**src/bwd_pkg.sv**
```systemverilog
// Package for the blitter word datapath: widths, register codes, shared types.
// No dependencies; imported by every module of the block.
`timescale 1ns / 1ps
`default_nettype none

package bwd_pkg;

   localparam int WordW              = 16;
   localparam int RowW               = 11;
   localparam int IdxW               = 3;
   localparam int MaxRowWordsDefault = 2047;
   // Queue depth between front and back; must be a power of two.
   localparam int QueueDepth         = 2;

   // Bit positions inside control_zero.
   localparam int EnABit = 11;
   localparam int EnBBit = 10;
   localparam int EnCBit = 9;
   localparam int EnDBit = 8;

   // Bit positions inside control_one.
   localparam int FillExclBit = 4;
   localparam int FillInclBit = 3;
   localparam int FillCinBit  = 2;

   // Configuration register indexes.
   typedef enum logic [IdxW-1:0] {
      RegControlZero = 3'd0,
      RegControlOne  = 3'd1,
      RegFirstMask   = 3'd2,
      RegLastMask    = 3'd3,
      RegAHold       = 3'd4,
      RegBHold       = 3'd5,
      RegCHold       = 3'd6,
      RegRowWords    = 3'd7
   } bwd_reg_type;

   // Configuration seen by the front and back parts.
   typedef struct packed {
      logic [WordW-1:0] control_zero;
      logic [WordW-1:0] control_one;
      logic [WordW-1:0] first_mask;
      logic [WordW-1:0] last_mask;
      logic [WordW-1:0] a_hold;
      logic [WordW-1:0] b_hold;
      logic [WordW-1:0] c_hold;
      logic [RowW-1:0]  row_words;
   } bwd_cfg_type;

   // One classified word travelling from front to back.
   typedef struct packed {
      logic [WordW-1:0] a;
      logic [WordW-1:0] b;
      logic [WordW-1:0] c;
      logic             first;
      logic             last;
   } bwd_item_type;

endpackage

`default_nettype wire

```
**src/bwd_front.sv**
```systemverilog
// Front part of the blitter word datapath: accepts words, tracks the column,
// picks source or hold words and marks row first and last words. Uses bwd_pkg.
`timescale 1ns / 1ps
`default_nettype none

module bwd_front #(
   parameter int MAX_ROW_WORDS = bwd_pkg::MaxRowWordsDefault
) (
   input  logic                         clock,
   input  logic                         reset,
   input  logic                         req_valid,
   output logic                         req_ready,
   input  logic [bwd_pkg::WordW-1:0]    req_a_word,
   input  logic [bwd_pkg::WordW-1:0]    req_b_word,
   input  logic [bwd_pkg::WordW-1:0]    req_c_word,
   input  logic                         req_first_word,
   input  bwd_pkg::bwd_cfg_type         cfg,
   input  logic                         q_full,
   output logic                         q_push,
   output bwd_pkg::bwd_item_type        q_item
);
   import bwd_pkg::*;

   localparam int ColW = $clog2(MAX_ROW_WORDS);
   localparam logic [RowW-1:0] MaxEff = RowW'(MAX_ROW_WORDS);

   logic [ColW-1:0] col_ff;
   logic [ColW-1:0] col_in;
   logic [RowW-1:0] eff_len;
   logic [RowW-1:0] col_ext;
   logic [RowW-1:0] col_cur;
   logic            restart;
   logic            last;

   // Effective row length: zero counts as one, clamp to the supported maximum.
   always_comb begin
      if (cfg.row_words == '0) begin
         eff_len = RowW'(1);
      end else if (cfg.row_words > MaxEff) begin
         eff_len = MaxEff;
      end else begin
         eff_len = cfg.row_words;
      end
   end

   // Column of this word; a new blit or a shortened row restarts at zero.
   always_comb begin
      col_ext = RowW'(col_ff);
      restart = req_first_word || (col_ext >= eff_len);
      col_cur = restart ? '0 : col_ext;
      last    = (col_cur == (eff_len - RowW'(1)));
      col_in  = last ? '0 : ColW'(col_cur + RowW'(1));
   end

   // Handshake with the queue.
   assign req_ready = !q_full;
   assign q_push    = req_valid && !q_full;

   // Classified word: disabled channels take their hold words.
   always_comb begin
      q_item.a     = cfg.control_zero[EnABit] ? req_a_word : cfg.a_hold;
      q_item.b     = cfg.control_zero[EnBBit] ? req_b_word : cfg.b_hold;
      q_item.c     = cfg.control_zero[EnCBit] ? req_c_word : cfg.c_hold;
      q_item.first = (col_cur == '0);
      q_item.last  = last;
   end

   // Column counter advances on each accepted word.
   always_ff @(posedge clock) begin
      if (reset) begin
         col_ff <= '0;
      end else if (q_push) begin
         col_ff <= col_in;
      end
   end

endmodule

`default_nettype wire

```
**src/bwd_queue.sv**
```systemverilog
// Short first-in first-out queue of classified words between front and back.
// Uses bwd_pkg for the entry type and depth.
`timescale 1ns / 1ps
`default_nettype none

module bwd_queue (
   input  logic                  clock,
   input  logic                  reset,
   input  logic                  push,
   input  bwd_pkg::bwd_item_type push_item,
   output logic                  full,
   input  logic                  pop,
   output bwd_pkg::bwd_item_type pop_item,
   output logic                  empty
);
   import bwd_pkg::*;

   localparam int PtrW = (QueueDepth > 1) ? $clog2(QueueDepth) : 1;
   localparam int CntW = $clog2(QueueDepth + 1);

   bwd_item_type    entry_ff [QueueDepth];
   logic [PtrW-1:0] wr_ptr_ff;
   logic [PtrW-1:0] rd_ptr_ff;
   logic [CntW-1:0] count_ff;
   logic [CntW-1:0] count_in;

   assign full     = (count_ff == CntW'(QueueDepth));
   assign empty    = (count_ff == '0);
   assign pop_item = entry_ff[rd_ptr_ff];

   // Occupancy follows pushes and pops.
   always_comb begin
      count_in = count_ff;
      if (push && !pop) begin
         count_in = count_ff + CntW'(1);
      end else if (pop && !push) begin
         count_in = count_ff - CntW'(1);
      end
   end

   // Pointers and occupancy.
   always_ff @(posedge clock) begin
      if (reset) begin
         wr_ptr_ff <= '0;
         rd_ptr_ff <= '0;
         count_ff  <= '0;
      end else begin
         if (push) begin
            wr_ptr_ff <= wr_ptr_ff + PtrW'(1);
         end
         if (pop) begin
            rd_ptr_ff <= rd_ptr_ff + PtrW'(1);
         end
         count_ff <= count_in;
      end
   end

   // Entry storage.
   always_ff @(posedge clock) begin
      if (push) begin
         entry_ff[wr_ptr_ff] <= push_item;
      end
   end

endmodule

`default_nettype wire

```
**src/bwd_back.sv**
```systemverilog
// Back part of the blitter word datapath: shift, mask, minterm and fill, with
// the result register facing the response channel. Uses bwd_pkg.
`timescale 1ns / 1ps
`default_nettype none

module bwd_back (
   input  logic                      clock,
   input  logic                      reset,
   input  bwd_pkg::bwd_cfg_type      cfg,
   input  logic                      q_empty,
   input  bwd_pkg::bwd_item_type     q_item,
   output logic                      q_pop,
   output logic                      rsp_valid,
   input  logic                      rsp_ready,
   output logic [bwd_pkg::WordW-1:0] rsp_d_word,
   output logic                      rsp_d_write,
   output logic                      rsp_row_end
);
   import bwd_pkg::*;

   logic [WordW-1:0]   prev_a_ff;
   logic [WordW-1:0]   prev_b_ff;
   logic               carry_ff;
   logic               rsp_valid_ff;
   logic [WordW-1:0]   d_word_ff;
   logic               d_write_ff;
   logic               row_end_ff;

   logic               take;
   logic [WordW-1:0]   prev_a;
   logic [WordW-1:0]   prev_b;
   logic               carry_start;
   logic [2*WordW-1:0] a_pair;
   logic [2*WordW-1:0] b_pair;
   logic [WordW-1:0]   a_aligned;
   logic [WordW-1:0]   a_trimmed;
   logic [WordW-1:0]   b_aligned;
   logic [WordW-1:0]   minterm_out;
   logic [WordW-1:0]   filled;
   logic               fill_incl;
   logic               fill_on;
   logic               carry_out;
   logic [WordW-1:0]   d_word_in;

   // Take a word when the result register is free or being drained.
   assign take  = !q_empty && (!rsp_valid_ff || rsp_ready);
   assign q_pop = take;

   // Row start clears the previous words and reloads the fill carry.
   always_comb begin
      prev_a      = q_item.first ? '0 : prev_a_ff;
      prev_b      = q_item.first ? '0 : prev_b_ff;
      carry_start = q_item.first ? cfg.control_one[FillCinBit] : carry_ff;
   end

   // Barrel shift right, taking in bits of the previous word, then masks on A.
   always_comb begin
      a_pair    = {prev_a, q_item.a} >> cfg.control_zero[15:12];
      b_pair    = {prev_b, q_item.b} >> cfg.control_one[15:12];
      a_aligned = a_pair[WordW-1:0];
      b_aligned = b_pair[WordW-1:0];
      a_trimmed = a_aligned;
      if (q_item.first) begin
         a_trimmed = a_trimmed & cfg.first_mask;
      end
      if (q_item.last) begin
         a_trimmed = a_trimmed & cfg.last_mask;
      end
   end

   // Minterm: each result bit picks the minterm bit addressed by its A, B, C bits.
   always_comb begin
      for (int i = 0; i < WordW; i++) begin
         minterm_out[i] = cfg.control_zero[{a_trimmed[i], b_aligned[i], q_item.c[i]}];
      end
   end

   // Fill: the carry after bit i is the start carry xor the parity of bits 0..i.
   always_comb begin
      fill_incl = cfg.control_one[FillInclBit];
      fill_on   = fill_incl || cfg.control_one[FillExclBit];
      for (int i = 0; i < WordW; i++) begin
         filled[i] = (carry_start ^ (^(minterm_out & WordW'((32'd2 << i) - 32'd1))))
                     || (fill_incl && minterm_out[i]);
      end
      carry_out = carry_start ^ (^minterm_out);
      d_word_in = fill_on ? filled : minterm_out;
   end

   // Row state kept between words.
   always_ff @(posedge clock) begin
      if (reset) begin
         prev_a_ff <= '0;
         prev_b_ff <= '0;
         carry_ff  <= 1'b0;
      end else if (take) begin
         prev_a_ff <= q_item.a;
         prev_b_ff <= q_item.b;
         carry_ff  <= fill_on ? carry_out : carry_start;
      end
   end

   // Result register.
   always_ff @(posedge clock) begin
      if (reset) begin
         rsp_valid_ff <= 1'b0;
      end else if (take) begin
         rsp_valid_ff <= 1'b1;
      end else if (rsp_ready) begin
         rsp_valid_ff <= 1'b0;
      end
   end

   always_ff @(posedge clock) begin
      if (take) begin
         d_word_ff  <= d_word_in;
         d_write_ff <= cfg.control_zero[EnDBit];
         row_end_ff <= q_item.last;
      end
   end

   assign rsp_valid   = rsp_valid_ff;
   assign rsp_d_word  = d_word_ff;
   assign rsp_d_write = d_write_ff;
   assign rsp_row_end = row_end_ff;

endmodule

`default_nettype wire

```
**src/blitter_word_datapath.sv**
```systemverilog
// Top level of the blitter word datapath: register file, front, queue and back.
// Depends on bwd_pkg, bwd_front, bwd_queue and bwd_back.
// Path: an accepted word is written into the queue, then moves to the result register when taken.
// Throughput: one word per cycle while rsp_ready holds, set by the back stage and its row state.
// Stalls: the input is held off while the two-entry queue is full.
// Synchronous active-high reset empties queue, clears row and valid state, sets row_words to 1.
`timescale 1ns / 1ps
`default_nettype none

module blitter_word_datapath #(
   parameter int MAX_ROW_WORDS = bwd_pkg::MaxRowWordsDefault
) (
   input  logic                      clock,
   input  logic                      reset,
   input  logic                      req_valid,
   output logic                      req_ready,
   input  logic [bwd_pkg::WordW-1:0] req_a_word,
   input  logic [bwd_pkg::WordW-1:0] req_b_word,
   input  logic [bwd_pkg::WordW-1:0] req_c_word,
   input  logic                      req_first_word,
   output logic                      rsp_valid,
   input  logic                      rsp_ready,
   output logic [bwd_pkg::WordW-1:0] rsp_d_word,
   output logic                      rsp_d_write,
   output logic                      rsp_row_end,
   input  logic                      csr_wr_en,
   input  logic [bwd_pkg::IdxW-1:0]  csr_index,
   input  logic [bwd_pkg::WordW-1:0] csr_wdata
);
   import bwd_pkg::*;

   // Register values after reset: all zero except a one-word row.
   localparam bwd_cfg_type CfgReset = '{row_words: RowW'(1), default: '0};

   bwd_cfg_type  cfg_ff;
   bwd_cfg_type  cfg_in;
   logic         q_full;
   logic         q_push;
   logic         q_pop;
   logic         q_empty;
   bwd_item_type push_item;
   bwd_item_type pop_item;

   // Register writes.
   always_comb begin
      cfg_in = cfg_ff;
      if (csr_wr_en) begin
         case (csr_index)
            RegControlZero: cfg_in.control_zero = csr_wdata;
            RegControlOne:  cfg_in.control_one  = csr_wdata;
            RegFirstMask:   cfg_in.first_mask   = csr_wdata;
            RegLastMask:    cfg_in.last_mask    = csr_wdata;
            RegAHold:       cfg_in.a_hold       = csr_wdata;
            RegBHold:       cfg_in.b_hold       = csr_wdata;
            RegCHold:       cfg_in.c_hold       = csr_wdata;
            RegRowWords:    cfg_in.row_words    = csr_wdata[RowW-1:0];
            default:        cfg_in = cfg_ff;
         endcase
      end
   end

   always_ff @(posedge clock) begin
      if (reset) begin
         cfg_ff <= CfgReset;
      end else begin
         cfg_ff <= cfg_in;
      end
   end

   // Front: accept and classify.
   bwd_front #(
      .MAX_ROW_WORDS(MAX_ROW_WORDS)
   ) u_front (
      .clock          (clock),
      .reset          (reset),
      .req_valid      (req_valid),
      .req_ready      (req_ready),
      .req_a_word     (req_a_word),
      .req_b_word     (req_b_word),
      .req_c_word     (req_c_word),
      .req_first_word (req_first_word),
      .cfg            (cfg_ff),
      .q_full         (q_full),
      .q_push         (q_push),
      .q_item         (push_item)
   );

   // Queue between the two parts.
   bwd_queue u_queue (
      .clock     (clock),
      .reset     (reset),
      .push      (q_push),
      .push_item (push_item),
      .full      (q_full),
      .pop       (q_pop),
      .pop_item  (pop_item),
      .empty     (q_empty)
   );

   // Back: compute and deliver.
   bwd_back u_back (
      .clock       (clock),
      .reset       (reset),
      .cfg         (cfg_ff),
      .q_empty     (q_empty),
      .q_item      (pop_item),
      .q_pop       (q_pop),
      .rsp_valid   (rsp_valid),
      .rsp_ready   (rsp_ready),
      .rsp_d_word  (rsp_d_word),
      .rsp_d_write (rsp_d_write),
      .rsp_row_end (rsp_row_end)
   );

endmodule

`default_nettype wire

```
**config.mk**
```make
export PLATFORM = sky130hd
export DESIGN_NAME = blitter_word_datapath
export DESIGN_NICKNAME = d
export VERILOG_FILES = /design/src/bwd_pkg.sv /design/src/bwd_front.sv /design/src/bwd_queue.sv /design/src/bwd_back.sv /design/src/blitter_word_datapath.sv
export SDC_FILE = /design/constraint.sdc
export NUM_CORES = 1
export LEC_CHECK = 0
export BUFFER_PORTS_ARGS = -buffer_cell sky130_fd_sc_hd__buf_2
export CORE_ASPECT_RATIO = 2
export CORE_MARGIN = 3
export CORE_UTILIZATION = 55
export DETAILED_ROUTE_END_ITERATION = 6
export PLACE_DENSITY_LB_ADDON = 0.08
export SYNTH_ARGS = -nofsm -noshare
export SYNTH_HDL_FRONTEND = slang
export SYNTH_SLANG_ARGS = --single-unit
```
**constraint.sdc**
```tcl
create_clock -name clock -period 6.9 [get_ports clock]
set_input_delay 1.035 -clock clock [delete_from_list [all_inputs] [get_ports clock]]
set_output_delay 1.035 -clock clock [all_outputs]
set_load 0.005 [all_outputs]
```
* Word level (Yosys, flattened, before mapping) *
Memories as Yosys holds them, arrays and structs flattened. A register that Yosys moved wholly into a read port is not among the register bits.
Index checks and enable logic that the tools add are counted.

storage, ports and cells
  register bits after elaboration = 190
  latch bits = 0
  bits in writable memories = 100
  memory bits (read-only) = 0
  bits of input ports = 73
  logic and storage cells = 201
  memories kept = 1

operators by class
  $add $sub $neg = 6
  multipliers = 0
  divide/modulo/power cells = 0
  $lt $le $gt $ge = 18
  equal/unequal tests = 9
  shift-type cells = 2
  muxes and demuxes = 54
  bitwise gates (word level) = 18
  reductions and logical operators = 74

memory list
  memory            depth  bits a word  rd ports  clocked after Yosys merged registers in  wr ports  line             text
  u_queue.entry_ff  2      50           1         1                                        1         bwd_queue.sv:21  bwd_item_type entry_ff [QueueDepth];

operator list
  cell                     count
  $reduce_xor A16 Y1       16
  $mux W16                 8
  $lt A3 B5 Y1 const B     16
  $shr A32 B4 Y16          2
  $bmux W1 S3              16
  $mux W11                 4
  $and A16 B16 Y16         2
  $mux W1                  24
  $logic_not A11 Y1        2
  $logic_and A1 B1 Y1      20
  $logic_or A1 B1 Y1       19
  $reduce_and A2 Y1        8
  $xor A1 B1 Y1            16
  $eq A3 B3 Y1 const B     4
  $add A11 B1 Y11 const B  1
  $eq A11 B11 Y1           1
  $ge A11 B11 Y1           1
  $gt A11 B11 Y1 const B   1
  $sub A11 B1 Y11 const B  1
  $eq A3 B2 Y1 const B     2
  $logic_not A1 Y1         5
  $mux W2                  2
  $reduce_bool A2 Y1       2
  $eq A3 B1 Y1 const B     1
  6 further kinds          7

* Logic depth before layout (Yosys ltp) *
  depth after elaboration = 12
  gate-level depth with buffers = 23
  gate-level depth less buffers = 22

* Modules after synthesis *
A second synthesis with hierarchy kept.

second synthesis, totals
  cells, all modules = 1646
  area, all modules = 17500.5 sq um

modules (own cells, without submodules)
  module                 times used  cells an instance  area an instance (sq um)  sequential area each (sq um)
  bwd_back               1           766                6771.5                    1181.1
  blitter_word_datapath  1           434                4834.6                    2462.4
  bwd_queue              1           178                3803.6                    3103.0
  bwd_front              1           268                2090.8                    220.2

* Worst setup path after synthesis *
OpenSTA, ideal clock, no wires.

  path type = reg2reg
  start = reg with a tool-made name
  end = reg u_back.d_word_ff[15] (netlist: u_back.rsp_d_word[15]), data pin
  setup time = 0.174 ns
  data arrival time = 4.738 ns
  required time = 6.726 ns
  slack = 1.988 ns
  stages on the path, launching flop included = 17
  period minus slack after synthesis = 4.912 ns
  cells stage by stage = dfxtp_1 > buf_6 > buf_12 > mux2i_1 > a32o_1 > a21oi_1 > mux4_2 > nor2_1 > mux4_2 > xnor2_1 > xnor3_2 > xnor3_2 > xnor3_2 > xnor3_2 > xor2_1 > nor2_1 > a311oi_1

RTL lines
  item                  line             text
  end signal, assigned  bwd_back.sv:116  d_word_ff <= d_word_in;
  end, declared         bwd_back.sv:25   logic [WordW-1:0] d_word_ff;

* Worst setup path in the final report *
  start = reg cfg_ff[120] (netlist bit)
  end = reg u_back.d_word_ff[15] (netlist: u_back.rsp_d_word[15]), data pin

between the ends
  longest elaborated chain between the ends = 11
  elaborated cells between the ends (all ways) = 42
  classes of those cells = shift: 1; mux: 35; bitwise: 3; reduce/logical: 3

ends and longest elaborated chain
  item                           line                         text
  start, declared                blitter_word_datapath.sv:35  bwd_cfg_type cfg_ff;
  start signal, assigned         blitter_word_datapath.sv:64  cfg_ff <= CfgReset;
  start signal, assigned         blitter_word_datapath.sv:66  cfg_ff <= cfg_in;
  $shr A32 B4 Y16 *              bwd_back.sv:58               a_pair = {prev_a, q_item.a} >> cfg.control_zero[15:12];
  $and A16 B16 Y16               bwd_back.sv:64               a_trimmed = a_trimmed & cfg.first_mask;
  $mux W16 *                     bwd_back.sv:63               if (q_item.first) begin
  $and A16 B16 Y16               bwd_back.sv:67               a_trimmed = a_trimmed & cfg.last_mask;
  $mux W16 *                     bwd_back.sv:66               if (q_item.last) begin
  $bmux W1 S3                    bwd_back.sv:74               minterm_out[i] = cfg.control_zero[{a_trimmed[i], b_aligned[i], q_item.c[i]}];
  $mux W1 (not written as such)  bwd_back.sv:74
  $reduce_xor A16 Y1             bwd_back.sv:83               filled[i] = (carry_start ^ (^(minterm_out & WordW'((32'd2 << i) - 32'd1))))
  $xor A1 B1 Y1                  bwd_back.sv:83
  $logic_or A1 B1 Y1             bwd_back.sv:84               || (fill_incl && minterm_out[i]);
  $mux W16 *                     bwd_back.sv:87               d_word_in = fill_on ? filled : minterm_out;
  net u_back.d_word_in[15]       bwd_back.sv:43               logic [WordW-1:0] d_word_in;

The timed path passes the listed nets; every way through them passes the cells marked *. The select of a mux whose other input is x is not followed.
A chain may end at the register's enable or synchronous reset.

==> impl_metrics.env <==
export IMPL_worst_pin_slew_ns=1.19
export IMPL_reg2reg_slack_ns=1.06
export IMPL_grt_usage_pct=32.2
export IMPL_io_buffers=92
export IMPL_peakVddDrop_mv=0.270
export IMPL_ant_nets=0
export IMPL_crit_path_max_fanout=32
export IMPL_num_rows=88
export IMPL_coreArea_um2=29000
export IMPL_cp_cell_sequence="buf_4, clkinv_1, mux4_2, mux4_2, nor2_1, mux4_2, xnor2_1, xnor3_2, xnor3_2, xnor3_2, xnor3_2, xor2_1, nor2_1, a311oi_1"
export IMPL_clk_path_buf_depth=3
export IMPL_grt_pass1_vias=13300
export IMPL_setup_tns_ns=0
export IMPL_hold_viol_final=0
export IMPL_synth_seq_area_share_pct=41.8
export IMPL_dp_hpwl_um=37500
export IMPL_cp_end_kind="register"
export IMPL_required_ns=7.26
export IMPL_drc=0
export IMPL_cts_root_buf="clkbuf_16"
export IMPL_postCtsSetupBuffers=0
export IMPL_die_area_um2=31800
export IMPL_clkSinkCount=280
export IMPL_rsz0062_at_grt="no"
export IMPL_max_cap_violations=0
export IMPL_final_setup_viol_count=0
export IMPL_max_clock_freq_mhz=171
export IMPL_insertedDiodeCount=0
export IMPL_start_util_pct=56.1
export IMPL_hold_start="cfg_ff[48]"
export IMPL_synth_async_sr_flop_share_pct=0
export IMPL_status="finished, final reports clean"
export IMPL_cts_resized=0
export IMPL_pin_count=93
export IMPL_finalWorstSetupSlack_ns=1.06
export IMPL_clock_latency_ns=0.55
export IMPL_nets=1799
export IMPL_startpoint_type="register"
export IMPL_via_per_inst=6.37
export IMPL_fin_util_pct=61.0
export IMPL_synth_simple_area_share_pct=15.0
export IMPL_max_slew_margin_rel_pct=20.5
export IMPL_drv_slew=0
export IMPL_cp_slowest_cell="mux4_2"
export IMPL_hold_class="reg2reg"
export IMPL_synth_compound_area_share_pct=12.8
export IMPL_cts_inserted_buffers=26
export IMPL_reg2reg_from="cfg_ff[120]"
export IMPL_cpMostUsedCell="xnor3_2"
export IMPL_synthXorXnorAreaFrac_pct=2.67
export IMPL_wl_um=51400
export IMPL_gp_congestion=0.981
export IMPL_synth_top_flop_cell="dfxtp_1"
export IMPL_drt_pass1_iterations=7
export IMPL_p_per_area_nw_per_um2=320
export IMPL_startpoint="cfg_ff[120]"
export IMPL_syn_nets=1779
export IMPL_grt_overflow=0
export IMPL_finClkSkew_ns=0.0174
export IMPL_crit_type="reg2reg"
export IMPL_grt_max_degree=89
export IMPL_synth_edf_count=118
export IMPL_drtIter0Drc=932
export IMPL_chipHeight_um=249
export IMPL_h_tree_depth=1
export IMPL_synthCells=1691
export IMPL_place_ws_ns=1.06
export IMPL_yosys_warnings=0
export IMPL_synth_cell_types=72
export IMPL_cts_tree="done"
export IMPL_grt_pass1_wl_um=78400
export IMPL_leakagePower_nw=6.40
export IMPL_postSynthAreaPerCell_um2=9.61
export IMPL_cpLargestDelayFamily="XOR/XNOR gates"
export IMPL_synthAdderAreaFrac_pct=1.16
export IMPL_syn2layout_area_growth_pct=8.82
export IMPL_crit_buf_inv=2
export IMPL_syn_area_um2=16200
export IMPL_synth_mux_area_share_pct=22.5
export IMPL_finalCriticalPeriod_ns=5.84
export IMPL_die_x_um=128
export IMPL_crit_arrival_ns=6.20
export IMPL_holdBufCountCts=0
export IMPL_synth_top_family_by_area="multiplexers"
export IMPL_slowest_delay_ns=0.66
export IMPL_routedWlPerCell_um=24.6
export IMPL_antenna_found_initial=0
export IMPL_clk_pin_slew_ns=0.06
export IMPL_vias=13300
export IMPL_layout_drive_gt1_share_pct=18.5
export IMPL_ys_seq_elements=280
export IMPL_post_route_period_util_pct=84.6
[final cells by class]
type	instances	area (um^2)
Fill cell	2463	11300
Tap cell	360	450
Clock inverter	12	77.6
Timing Repair Buffer	118	658
Clock buffer	36	751
Multi-Input combinational cell	1251	8820
Sequential cell	280	6790
Inverter	34	128
[cells in the mapped netlist, types with 3 or more instances]
cell	n	area share, %
o311ai_0	3	0.16
clkbuf_1	87	2.0
mux2_2	85	5.9
o221ai_1	6	0.32
a32oi_1	3	0.16
ha_1	15	1.2
a31oi_1	13	0.50
a21oi_1	153	4.7
mux2i_1	154	9.5
a211oi_1	36	1.7
xnor2_1	18	0.97
nand4_1	13	0.50
or2_2	7	0.27
o22a_1	7	0.38
nand2_1	298	6.9
and3_1	12	0.46
clkbuf_2	3	0.092
buf_2	7	0.22
o22ai_1	20	0.77
nand2b_1	9	0.35
inv_1	32	0.74
a22oi_1	5	0.23
nor3_1	25	0.77
buf_6	4	0.28
a311oi_1	4	0.22
xnor3_2	4	0.59
o211ai_1	15	0.69
or3_1	5	0.19
buf_1	23	0.53
nor4b_1	3	0.16
o21a_1	10	0.46
edfxtp_1	118	22
mux4_2	50	6.9
nor4_1	4	0.15
nand3_1	46	1.4
xor2_1	15	0.81
nor2b_1	13	0.50
o21ai_0	39	1.2
dfxtp_1	162	20
nor2_1	124	2.9
a211o_1	3	0.16
a21boi_0	3	0.14
[routing by layer]
metal | part of all wire [%] | vias to the layer above | GRT usage, %
li1 | - | 6192 | -
met1 | 34 | 6471 | 33.8
met2 | 53 | 475 | 58.3
met3 | 4.5 | 174 | 3.84
met4 | 8.4 | 0 | 22.1
met5 | 0 | - | 0
[layout by cell type (no fill, tap or decap), types with 4 or more instances in the layout]
cell       synthesis  layout
nand2_1          298     298
dfxtp_1          162     160
mux2i_1          154     153
a21oi_1          153     153
nor2_1           124     123
edfxtp_1         118     118
buf_2              7      91
mux2_2            85      85
mux4_2            50      50
nand3_1           46      46
o21ai_0           39      39
a211oi_1          36      36
inv_1             32      31
clkbuf_16          0      28
buf_4              1      27
nor3_1            25      24
o22ai_1           20      20
xnor2_1           18      18
o211ai_1          15      15
xor2_1            15      15
ha_1              15      15
nor2b_1           13      13
nand4_1           13      13
a31oi_1           13      13
and3_1            12      11
o21a_1            10      10
nand2b_1           9       9
o22a_1             7       7
or2_2              7       7
o221ai_1           6       6
clkbuf_1          87       6
a22oi_1            5       5
or3_1              5       5
clkinv_2           0       5
a311oi_1           4       4
xnor3_2            4       4
nor4_1             4       4
[worst min-delay path: cells and delay by family, from the launching register on]
| family | cells | cell delay, ns |
|---|---|---|
| flip-flops | 1 | 0.31 |
| AO/OA/AOI/OAI | 1 | 0.05 |
| AND/OR/NAND/NOR | 1 | 0.05 |
[state kept, by name (all words and copies together) (netlist names), 2 cells and up, named ones only]
register,count
cfg_ff,114
u_queue.entry_ff,100
u_back.rsp_d_word,16
u_back.prev_a_ff,15
u_back.prev_b_ff,15
u_front.col_ext,11
u_queue.count_ff,2
[report_power, final]
part           internal, mW  total [mW]  leakage [nW]  switching (mW)
Sequential             2.01        2.21          2.46           0.196
Clock                 0.769        1.41         0.410           0.640
Combinational         0.830        2.03          3.53            1.20
Total                  3.61        5.65          6.40            2.04
[per-stage QoR]
step	hold slack (ns)	total power [mW]	cells	cell area, um^2
after floorplan	0.408	3.64	1691	16200
after detailed placement	0.446	4.27	2043	16800
final	0.453	5.65	2091	17700
after global placement	0.439	4.23	2043	16800
after CTS	0.455	5.67	2091	17700
after global routing	0.468	5.92	2091	17700
[path summary, 6_finish.rpt]
kind              cells past startpoint               endpoint
setup reg to reg                     14  u_back.rsp_d_word[15]
setup / recovery                     14  u_back.rsp_d_word[15]
hold reg to reg                       2             cfg_ff[48]
hold / removal                        2             cfg_ff[48]
[kinds of logic (layout without fill, tap and decap cells)]
group | Yosys count | in the layout
adders and majority gates | 15 | 15
buffers and inverters | 160 | 200
xor gates and xnor gates | 39 | 39
muxes | 291 | 291
DFF | 280 | 280
and+or+nand+nor | 567 | 567
AOI/OAI and AO/OA | 339 | 339
(Power assumes the default switching activity.)
